## config.mk

```make
export PLATFORM = sky130hd
export DESIGN_NAME = euclidean_distance_stream_flat
export DESIGN_NICKNAME = d
export VERILOG_FILES = /design/src/edst_pkg.sv /design/src/edst_if.sv /design/src/euclidean_distance_stream.sv /design/src/edst_fifo.sv /design/src/edst_front.sv /design/src/edst_sqrt.sv /design/src/flat_wrapper.sv
export SDC_FILE = /design/constraint.sdc
export NUM_CORES = 1
export LEC_CHECK = 0
export ABC_AREA = 1
export BUFFER_PORTS_ARGS = -buffer_cell sky130_fd_sc_hd__buf_2
export CAP_MARGIN = 20
export CORE_MARGIN = 3
export CORE_UTILIZATION = 40
export CTS_CLUSTER_SIZE = 40
export DETAILED_ROUTE_END_ITERATION = 8
export PLACE_DENSITY_LB_ADDON = 0.25
export SETUP_SLACK_MARGIN = 0.5
export SKIP_LAST_GASP = 1
export SYNTH_ARGS = -nofsm -noshare
export SYNTH_HDL_FRONTEND = slang
export SYNTH_SLANG_ARGS = --single-unit
```

## constraint.sdc

```tcl
create_clock -name clk -period 6.7 [get_ports clk]
set_input_delay 1.34 -clock clk [delete_from_list [all_inputs] [get_ports clk]]
set_output_delay 1.34 -clock clk [all_outputs]
set_load 0.005 [all_outputs]
```

## src/edst_pkg.sv

```systemverilog
// shared types and constants for the streaming euclidean distance block
// no dependencies; every other file imports this package
package edst_pkg;

  // element and field widths
  localparam int IN_W       = 16;
  localparam int ELEM_WIDTH = 16;
  localparam int MAX_DIM    = 1024;
  localparam int MAG_W      = ELEM_WIDTH + 1;
  localparam int SQ_W       = 2 * MAG_W;
  localparam int CNT_W      = $clog2(MAX_DIM + 1);

  // accumulator and root widths
  localparam int SUM_W  = 44;
  localparam int DIST_W = 22;
  localparam int ITER   = SUM_W / 2;
  localparam int STEP_W = $clog2(ITER);

  localparam logic [SUM_W-1:0] SUM_MAX  = {SUM_W{1'b1}};
  localparam logic [63:0]      ROOT_MAX = 64'((64'd1 << DIST_W) - 64'd1);

  // queue between accumulator and root unit
  localparam int Q_DEPTH = 4;
  localparam int Q_AW    = $clog2(Q_DEPTH);

  // finished sum of one vector pair
  typedef struct packed {
    logic             sat;
    logic [SUM_W-1:0] sum;
  } sum_res_t;

  // root unit sequencer states
  typedef enum logic [1:0] {
    SQ_IDLE,
    SQ_CALC,
    SQ_DONE
  } sq_state_t;

endpackage

```

## src/edst_if.sv

```systemverilog
// channel interfaces for the input element pairs and the distance results
// depends on edst_pkg
interface edst_in_if import edst_pkg::*; ();
  logic                   valid;
  logic                   ready;
  logic signed [IN_W-1:0] element_a;
  logic signed [IN_W-1:0] element_b;
  logic                   last_element;

  modport source (output valid, output element_a, output element_b,
                  output last_element, input ready);
  modport sink   (input valid, input element_a, input element_b,
                  input last_element, output ready);
endinterface

interface edst_out_if import edst_pkg::*; ();
  logic              valid;
  logic              ready;
  logic [DIST_W-1:0] distance;
  logic              overflow;

  modport source (output valid, output distance, output overflow, input ready);
  modport sink   (input valid, input distance, input overflow, output ready);
endinterface

```

## src/euclidean_distance_stream.sv

```systemverilog
// top level of the streaming euclidean distance block
// depends on edst_pkg, edst_if, edst_front, edst_fifo, edst_sqrt
//
// Takes one element pair per cycle (valid/ready on in_ch) and, on the pair
// flagged last, returns floor(sqrt(sum of squared differences)) on out_ch
// with an overflow flag for a saturated sum or a vector longer than MAX_DIM.
// The front end is a three-stage pipe (difference, square, accumulate) that
// sustains one pair per clock. Finished sums go through a four-entry queue
// to a bit-serial root unit that handles one vector at a time (load, 22 root
// steps, result register) plus the wait for out_ch.ready. Vectors no shorter
// than that root sequence stream at one pair per cycle; shorter vectors are
// limited by the root unit once the queue fills. No clearing pass after reset.
module euclidean_distance_stream import edst_pkg::*; (
  input  logic       clk,
  input  logic       rst_n,
  edst_in_if.sink    in_ch,
  edst_out_if.source out_ch
);

  logic     push;
  logic     pop;
  logic     q_full;
  logic     q_empty;
  sum_res_t push_data;
  sum_res_t pop_data;

  // accumulator
  edst_front u_front (
    .clk       (clk),
    .rst_n     (rst_n),
    .in_ch     (in_ch),
    .q_full    (q_full),
    .push      (push),
    .push_data (push_data)
  );

  // queue of finished sums
  edst_fifo u_fifo (
    .clk       (clk),
    .rst_n     (rst_n),
    .push      (push),
    .push_data (push_data),
    .full      (q_full),
    .pop       (pop),
    .pop_data  (pop_data),
    .empty     (q_empty)
  );

  // square root and result
  edst_sqrt u_sqrt (
    .clk     (clk),
    .rst_n   (rst_n),
    .q_empty (q_empty),
    .q_data  (pop_data),
    .pop     (pop),
    .out_ch  (out_ch)
  );

endmodule

```

## src/edst_fifo.sv

```systemverilog
// small register queue of finished sums between accumulator and root unit
// depends on edst_pkg
module edst_fifo import edst_pkg::*; (
  input  logic     clk,
  input  logic     rst_n,
  input  logic     push,
  input  sum_res_t push_data,
  output logic     full,
  input  logic     pop,
  output sum_res_t pop_data,
  output logic     empty
);

  sum_res_t          mem_r [Q_DEPTH];
  logic [Q_AW-1:0]   wr_ptr_r;
  logic [Q_AW-1:0]   rd_ptr_r;
  logic [Q_AW:0]     cnt_r;
  logic              do_push;
  logic              do_pop;

  assign full     = (cnt_r == (Q_AW+1)'(Q_DEPTH));
  assign empty    = (cnt_r == '0);
  assign do_push  = push && !full;
  assign do_pop   = pop && !empty;
  assign pop_data = mem_r[rd_ptr_r];

  // storage
  always_ff @(posedge clk) begin
    if (do_push) begin
      mem_r[wr_ptr_r] <= push_data;
    end
  end

  // pointers and fill count
  always_ff @(posedge clk) begin
    if (!rst_n) begin
      wr_ptr_r <= '0;
      rd_ptr_r <= '0;
      cnt_r    <= '0;
    end else begin
      if (do_push) begin
        wr_ptr_r <= (wr_ptr_r == Q_AW'(Q_DEPTH - 1)) ? '0 : wr_ptr_r + 1'b1;
      end
      if (do_pop) begin
        rd_ptr_r <= (rd_ptr_r == Q_AW'(Q_DEPTH - 1)) ? '0 : rd_ptr_r + 1'b1;
      end
      case ({do_push, do_pop})
        2'b10:   cnt_r <= cnt_r + 1'b1;
        2'b01:   cnt_r <= cnt_r - 1'b1;
        default: cnt_r <= cnt_r;
      endcase
    end
  end

endmodule

```

## src/edst_front.sv

```systemverilog
// front end: takes element pairs, squares differences, accumulates per vector
// depends on edst_pkg and edst_in_if
module edst_front import edst_pkg::*; (
  input  logic     clk,
  input  logic     rst_n,
  edst_in_if.sink  in_ch,
  input  logic     q_full,
  output logic     push,
  output sum_res_t push_data
);

  logic                    adv;
  logic                    acc_in;
  logic signed [MAG_W-1:0] a_x;
  logic signed [MAG_W-1:0] b_x;
  logic signed [MAG_W-1:0] diff;
  logic [MAG_W-1:0]        mag;
  logic                    over;
  logic                    bad;

  logic [CNT_W-1:0]        cnt_r;
  logic                    s1_valid_r;
  logic [MAG_W-1:0]        s1_mag_r;
  logic                    s1_bad_r;
  logic                    s1_last_r;
  logic                    s2_valid_r;
  logic [SQ_W-1:0]         s2_sq_r;
  logic                    s2_bad_r;
  logic                    s2_last_r;
  logic [SUM_W-1:0]        sum_r;
  logic                    sat_r;

  logic [SUM_W:0]          sum_ext;
  logic [SUM_W-1:0]        sum_nxt;
  logic                    sat_nxt;

  // whole pipe holds while a finished sum waits for queue space
  assign adv         = !(s2_valid_r && s2_last_r && q_full);
  assign in_ch.ready = adv;
  assign acc_in      = in_ch.valid && adv;

  // difference magnitude and length check
  assign a_x  = MAG_W'(signed'(in_ch.element_a[ELEM_WIDTH-1:0]));
  assign b_x  = MAG_W'(signed'(in_ch.element_b[ELEM_WIDTH-1:0]));
  assign diff = a_x - b_x;
  assign mag  = diff[MAG_W-1] ? MAG_W'(-diff) : MAG_W'(diff);
  assign over = (cnt_r >= CNT_W'(MAX_DIM));
  assign bad  = over || (64'(mag) > ROOT_MAX);

  // element counter, stops at the length limit
  always_ff @(posedge clk) begin
    if (!rst_n) begin
      cnt_r <= '0;
    end else if (acc_in) begin
      if (in_ch.last_element) begin
        cnt_r <= '0;
      end else if (!over) begin
        cnt_r <= cnt_r + 1'b1;
      end
    end
  end

  // stage valids
  always_ff @(posedge clk) begin
    if (!rst_n) begin
      s1_valid_r <= 1'b0;
      s2_valid_r <= 1'b0;
    end else if (adv) begin
      s1_valid_r <= in_ch.valid;
      s2_valid_r <= s1_valid_r;
    end
  end

  // stage payloads: magnitude, then square
  always_ff @(posedge clk) begin
    if (adv) begin
      s1_mag_r  <= mag;
      s1_bad_r  <= bad;
      s1_last_r <= in_ch.last_element;
      s2_sq_r   <= SQ_W'(s1_mag_r) * SQ_W'(s1_mag_r);
      s2_bad_r  <= s1_bad_r;
      s2_last_r <= s1_last_r;
    end
  end

  // saturating accumulate
  always_comb begin
    sum_ext = {1'b0, sum_r} + (SUM_W+1)'(s2_sq_r);
    if (s2_bad_r || sat_r || sum_ext[SUM_W]) begin
      sum_nxt = SUM_MAX;
      sat_nxt = 1'b1;
    end else begin
      sum_nxt = sum_ext[SUM_W-1:0];
      sat_nxt = 1'b0;
    end
  end

  always_ff @(posedge clk) begin
    if (!rst_n) begin
      sum_r <= '0;
      sat_r <= 1'b0;
    end else if (adv && s2_valid_r) begin
      if (s2_last_r) begin
        sum_r <= '0;
        sat_r <= 1'b0;
      end else begin
        sum_r <= sum_nxt;
        sat_r <= sat_nxt;
      end
    end
  end

  // hand the finished vector sum to the queue
  assign push          = adv && s2_valid_r && s2_last_r;
  assign push_data.sum = sum_nxt;
  assign push_data.sat = sat_nxt;

endmodule

```

## src/edst_sqrt.sv

```systemverilog
// back end: bit-serial integer square root and result register
// depends on edst_pkg and edst_out_if
module edst_sqrt import edst_pkg::*; (
  input  logic        clk,
  input  logic        rst_n,
  input  logic        q_empty,
  input  sum_res_t    q_data,
  output logic        pop,
  edst_out_if.source  out_ch
);

  sq_state_t         state_r;
  sq_state_t         state_nxt;
  logic [SUM_W-1:0]  rem_r;
  logic [SUM_W-1:0]  root_r;
  logic [SUM_W-1:0]  bit_r;
  logic [STEP_W-1:0] step_r;
  logic              sat_r;
  logic [SUM_W-1:0]  trial;
  logic              take;

  assign trial = root_r + bit_r;
  assign take  = (rem_r >= trial);

  // next state
  always_comb begin
    state_nxt = state_r;
    unique case (state_r)
      SQ_IDLE: if (!q_empty)            state_nxt = SQ_CALC;
      SQ_CALC: if (step_r == '0)        state_nxt = SQ_DONE;
      SQ_DONE: if (out_ch.ready)        state_nxt = SQ_IDLE;
      default:                          state_nxt = SQ_IDLE;
    endcase
  end

  // outputs
  always_comb begin
    pop             = 1'b0;
    out_ch.valid    = 1'b0;
    unique case (state_r)
      SQ_IDLE: pop          = !q_empty;
      SQ_CALC: pop          = 1'b0;
      SQ_DONE: out_ch.valid = 1'b1;
      default: pop          = 1'b0;
    endcase
  end

  assign out_ch.distance = root_r[DIST_W-1:0];
  assign out_ch.overflow = sat_r;

  always_ff @(posedge clk) begin
    if (!rst_n) begin
      state_r <= SQ_IDLE;
    end else begin
      state_r <= state_nxt;
    end
  end

  // one result bit per cycle while in SQ_CALC; operands loaded on pop
  always_ff @(posedge clk) begin
    if (pop) begin
      rem_r  <= q_data.sum;
      root_r <= '0;
      bit_r  <= SUM_W'(1) << (SUM_W - 2);
      step_r <= STEP_W'(ITER - 1);
      sat_r  <= q_data.sat;
    end else if (state_r == SQ_CALC) begin
      if (take) begin
        rem_r  <= rem_r - trial;
        root_r <= (root_r >> 1) + bit_r;
      end else begin
        root_r <= root_r >> 1;
      end
      bit_r  <= bit_r >> 2;
      step_r <= step_r - 1'b1;
    end
  end

endmodule

```

## src/flat_wrapper.sv

```systemverilog
// flat-port wrapper written by rule: the top's interface ports become plain ports
module euclidean_distance_stream_flat import edst_pkg::*;
  (clk, rst_n, in_ch_valid, in_ch_element_a, in_ch_element_b, in_ch_last_element, in_ch_ready, out_ch_valid, out_ch_distance, out_ch_overflow, out_ch_ready);
  edst_in_if in_ch_i ();
  edst_out_if out_ch_i ();
  input  logic clk;
  input  logic rst_n;
  input wire logic [$bits(in_ch_i.valid)-1:0] in_ch_valid;
  input wire logic [$bits(in_ch_i.element_a)-1:0] in_ch_element_a;
  input wire logic [$bits(in_ch_i.element_b)-1:0] in_ch_element_b;
  input wire logic [$bits(in_ch_i.last_element)-1:0] in_ch_last_element;
  output wire logic [$bits(in_ch_i.ready)-1:0] in_ch_ready;
  output wire logic [$bits(out_ch_i.valid)-1:0] out_ch_valid;
  output wire logic [$bits(out_ch_i.distance)-1:0] out_ch_distance;
  output wire logic [$bits(out_ch_i.overflow)-1:0] out_ch_overflow;
  input wire logic [$bits(out_ch_i.ready)-1:0] out_ch_ready;
  assign in_ch_i.valid = in_ch_valid;
  assign in_ch_i.element_a = in_ch_element_a;
  assign in_ch_i.element_b = in_ch_element_b;
  assign in_ch_i.last_element = in_ch_last_element;
  assign in_ch_ready = in_ch_i.ready;
  assign out_ch_valid = out_ch_i.valid;
  assign out_ch_distance = out_ch_i.distance;
  assign out_ch_overflow = out_ch_i.overflow;
  assign out_ch_i.ready = out_ch_ready;
  euclidean_distance_stream u_core (.clk(clk), .rst_n(rst_n), .in_ch(in_ch_i), .out_ch(out_ch_i));
endmodule
```

==> flow_summary.ini <==
[run_status]
status = finished clean

[layout]
layout.cells.most_common = nand2_1
share_of_cells_above_drive_strength_1 = 0.0629
num-nets-final = 5546
multi_input_comb_area_um2 = 22000
layout.cells.most_common_list = nand2_1, inv_1, nor2_1, nand3_1, edfxtp_1
fill_cells = 9455
area_growth_pct = 9.12
area_taken_by_flip_flops_and_latches_um2 = 11200

[timing]
maxSlewViolCount = 0
report.final.hold_viol_count = 0
timing.max_slew.rel_slack = 0.365
clock_skew_ps = 27.8
tns_ps = 0
setup_violations = 0
final_worst_setup_slack_ps = 828
worst_pin_slew_ps = 953
post_route_clock_period_utilization = 0.876
min_period_ps = 5870
maxClockFrequency_mhz = 170
grt_setup_unrepaired = yes
final.hold.worst_slack_ps = 428

[placed_design]
port_buffers = 61
hpwl_um = 82800
finalWeightedCongestion = 0.933
dpl_worst_slack_ps = 524

[synth]
post_synth.cell_area_avg_um2 = 7.36
synthArstFlopShare = 0
post_synth_inst_count = 5052
synthesis.nets = 5538
number_of_enable_type_register_cells_in_the_synthesized_netlist = 279
synth_sequential_area_ratio = 0.301
yosys_most_used_dff = edfxtp_1
synth_cell_type_count = 61
synth_seq_cells = 419
syn_area_um2 = 37200
synth_warn = 0

[critical_path]
critPathArrivalTime_ps = 6250
timing.setup.critical_path_class = flop to flop
timing.critical_path.from = u_core.u_front.s1_mag_r[6]
cp-end-kind = flop
worst_setup_path_start_kind = flop
worst_path_most_repeated_cell = fa_1
regToRegStartpoint = u_core.u_front.s1_mag_r[6]
path_max_fanout = 10
critPathSlowestCell = edfxtp_1
cpPeakStageDelay_ps = 650
critical_path.cell_chain = nand2_1 -> fa_1 -> inv_1 -> fa_1 -> inv_1 -> fa_1 -> inv_1 -> fa_1 -> fa_1 -> inv_1 -> fa_1 -> inv_1 -> ha_1 -> nand2_1 -> nor4_2 -> nand3_1 -> nand3_1 -> a21o_1 -> nand2_1 -> nand3_1 -> nand2_1
worst-endpoint-required_ps = 7070

[global_routing]
sum_of_overflow_across_all_layers_after_global_routing = 0
first_global_vias = 31100
grt_usage = 0.218
grt_pass1_wl_um = 171000
grt_start_max_net_pins = 79
antenna_found_initial = 0

[floorplan]
floorplan.rows = 111
top_level_ports = 62
die_area_um2 = 96700
die_w_um = 311
die_height_um = 311
initial_utilization = 0.405
core_um2 = 91900

[clocking]
holdBufCountCts = 0
clk_latency_ps = 630
cts_htree_levels = 2
clock_sinks = 419
cts_root_buf = clkbuf_16
cts_tree = done
clk_pin_slew_ps = 60
cts_buffers = 51
clk_path_buf_depth = 3

[route]
detailedRoute.firstPassIterationCount = 6
drt-wirelength-per-cell_um = 16.7
route.detailed.vias_per_inst = 5.10
antenna_violating_nets_remaining = 0
drc_errors = 0
routed_wl_um = 106000
drtIter0Drc = 2471
num_vias = 32369

[min_path]
hold_class = flop to flop
startpoint_of_the_lowest_slack_hold_path = u_core.u_front.s1_last_r

[job]
drv.max_cap_violation_count = 0
[worst max-delay path: cells and delay by family, from the launching register on]
kind	cells	cell delay (ps)
fa+ha+maj	7	3370
simple gates	8	1190
flops	1	650
buf+inv	5	260
compound gates	1	170
[kinds of logic (layout without fill, tap and decap cells)]
kind of cell,Yosys count,count (layout),share of synthesized area
muxes,1,1,0.000303
and+or+nand+nor,2329,2329,0.263
AOI/OAI and AO/OA,666,666,0.100
other,0,1,0
adders and majority gates,449,449,0.190
DFF,419,419,0.301
buffers and inverters,1043,1093,0.111
xor gates and xnor gates,145,145,0.0348
[flip-flops by register name, summed over array words and instances, names as in the netlist, 3 cells and up, named ones only]
register,flops
u_core.u_front.sum_r,44
u_core.u_fifo.mem_r,180
u_core.u_sqrt.step_r,5
u_core.u_sqrt.bit_r,22
u_core.u_front.s1_mag_r,17
u_core.u_front.cnt_r,11
u_core.u_sqrt.root_r,44
u_core.u_fifo.cnt_r,3
u_core.u_front.s2_sq_r,33
u_core.u_sqrt.rem_r,44
[worst paths after layout]
path,endpoint,slack (ps),cells after the start
worst min-delay path,u_core.u_front.s2_last_r,430,0
worst min register to register,u_core.u_front.s2_last_r,430,0
worst max-delay path,u_core.u_front.s2_sq_r[30],830,21
worst max register to register,u_core.u_front.s2_sq_r[30],830,21
[per-layer routing]
layer	up-vias	routed length, um	GRT usage
li1	16112	-	-
met1	15308	50500	0.313
met2	832	47700	0.354
met3	117	5730	0.0236
met4	0	2010	0.0474
met5	-	0	0
[metrics by stage]
| step | util | instances | instance area (um2) |
|---|---|---|---|
| detailed placement | 0.420 | 6233 | 38600 |
| global route | 0.441 | 6345 | 40600 |
| finish | 0.442 | 6346 | 40600 |
| floorplan | - | 5052 | 37200 |
| global placement | 0.420 | 6233 | 38600 |
| CTS | 0.440 | 6328 | 40500 |
[synthesized netlist by cell type (29+ instances only)]
master,n,area [um2]
nand2_1,1383,5190
inv_1,870,3270
nor2_1,423,1590
nand3_1,317,1590
edfxtp_1,279,8380
a21oi_1,264,1320
ha_1,256,3200
o21ai_0,233,1170
fa_1,193,3860
dfxtp_1,140,2800
clkbuf_1,97,364
xor2_1,74,648
xnor2_1,69,604
nor3_1,49,245
nand4_1,31,194
o22ai_1,30,188
nand2_2,29,181
[area by class of cell]
type                    count  share of cell area
multi-input cells        3590               0.541
clock inverters            33              0.0121
flip-flops and latches    419               0.275
repair buffers            114              0.0176
diodes                      1           0.0000616
well taps                1243              0.0383
clock buffers              62              0.0337
inverters                 884              0.0817
[what timing repair did]
item                       in CTS  in global routing
setup endpoints to repair       0                 14
gates resized for setup         0                  3
buffers inserted                0                 17
Power is not shown: default switching activity piles up to over one toggle a cycle in this logic, so the estimate is an artifact.
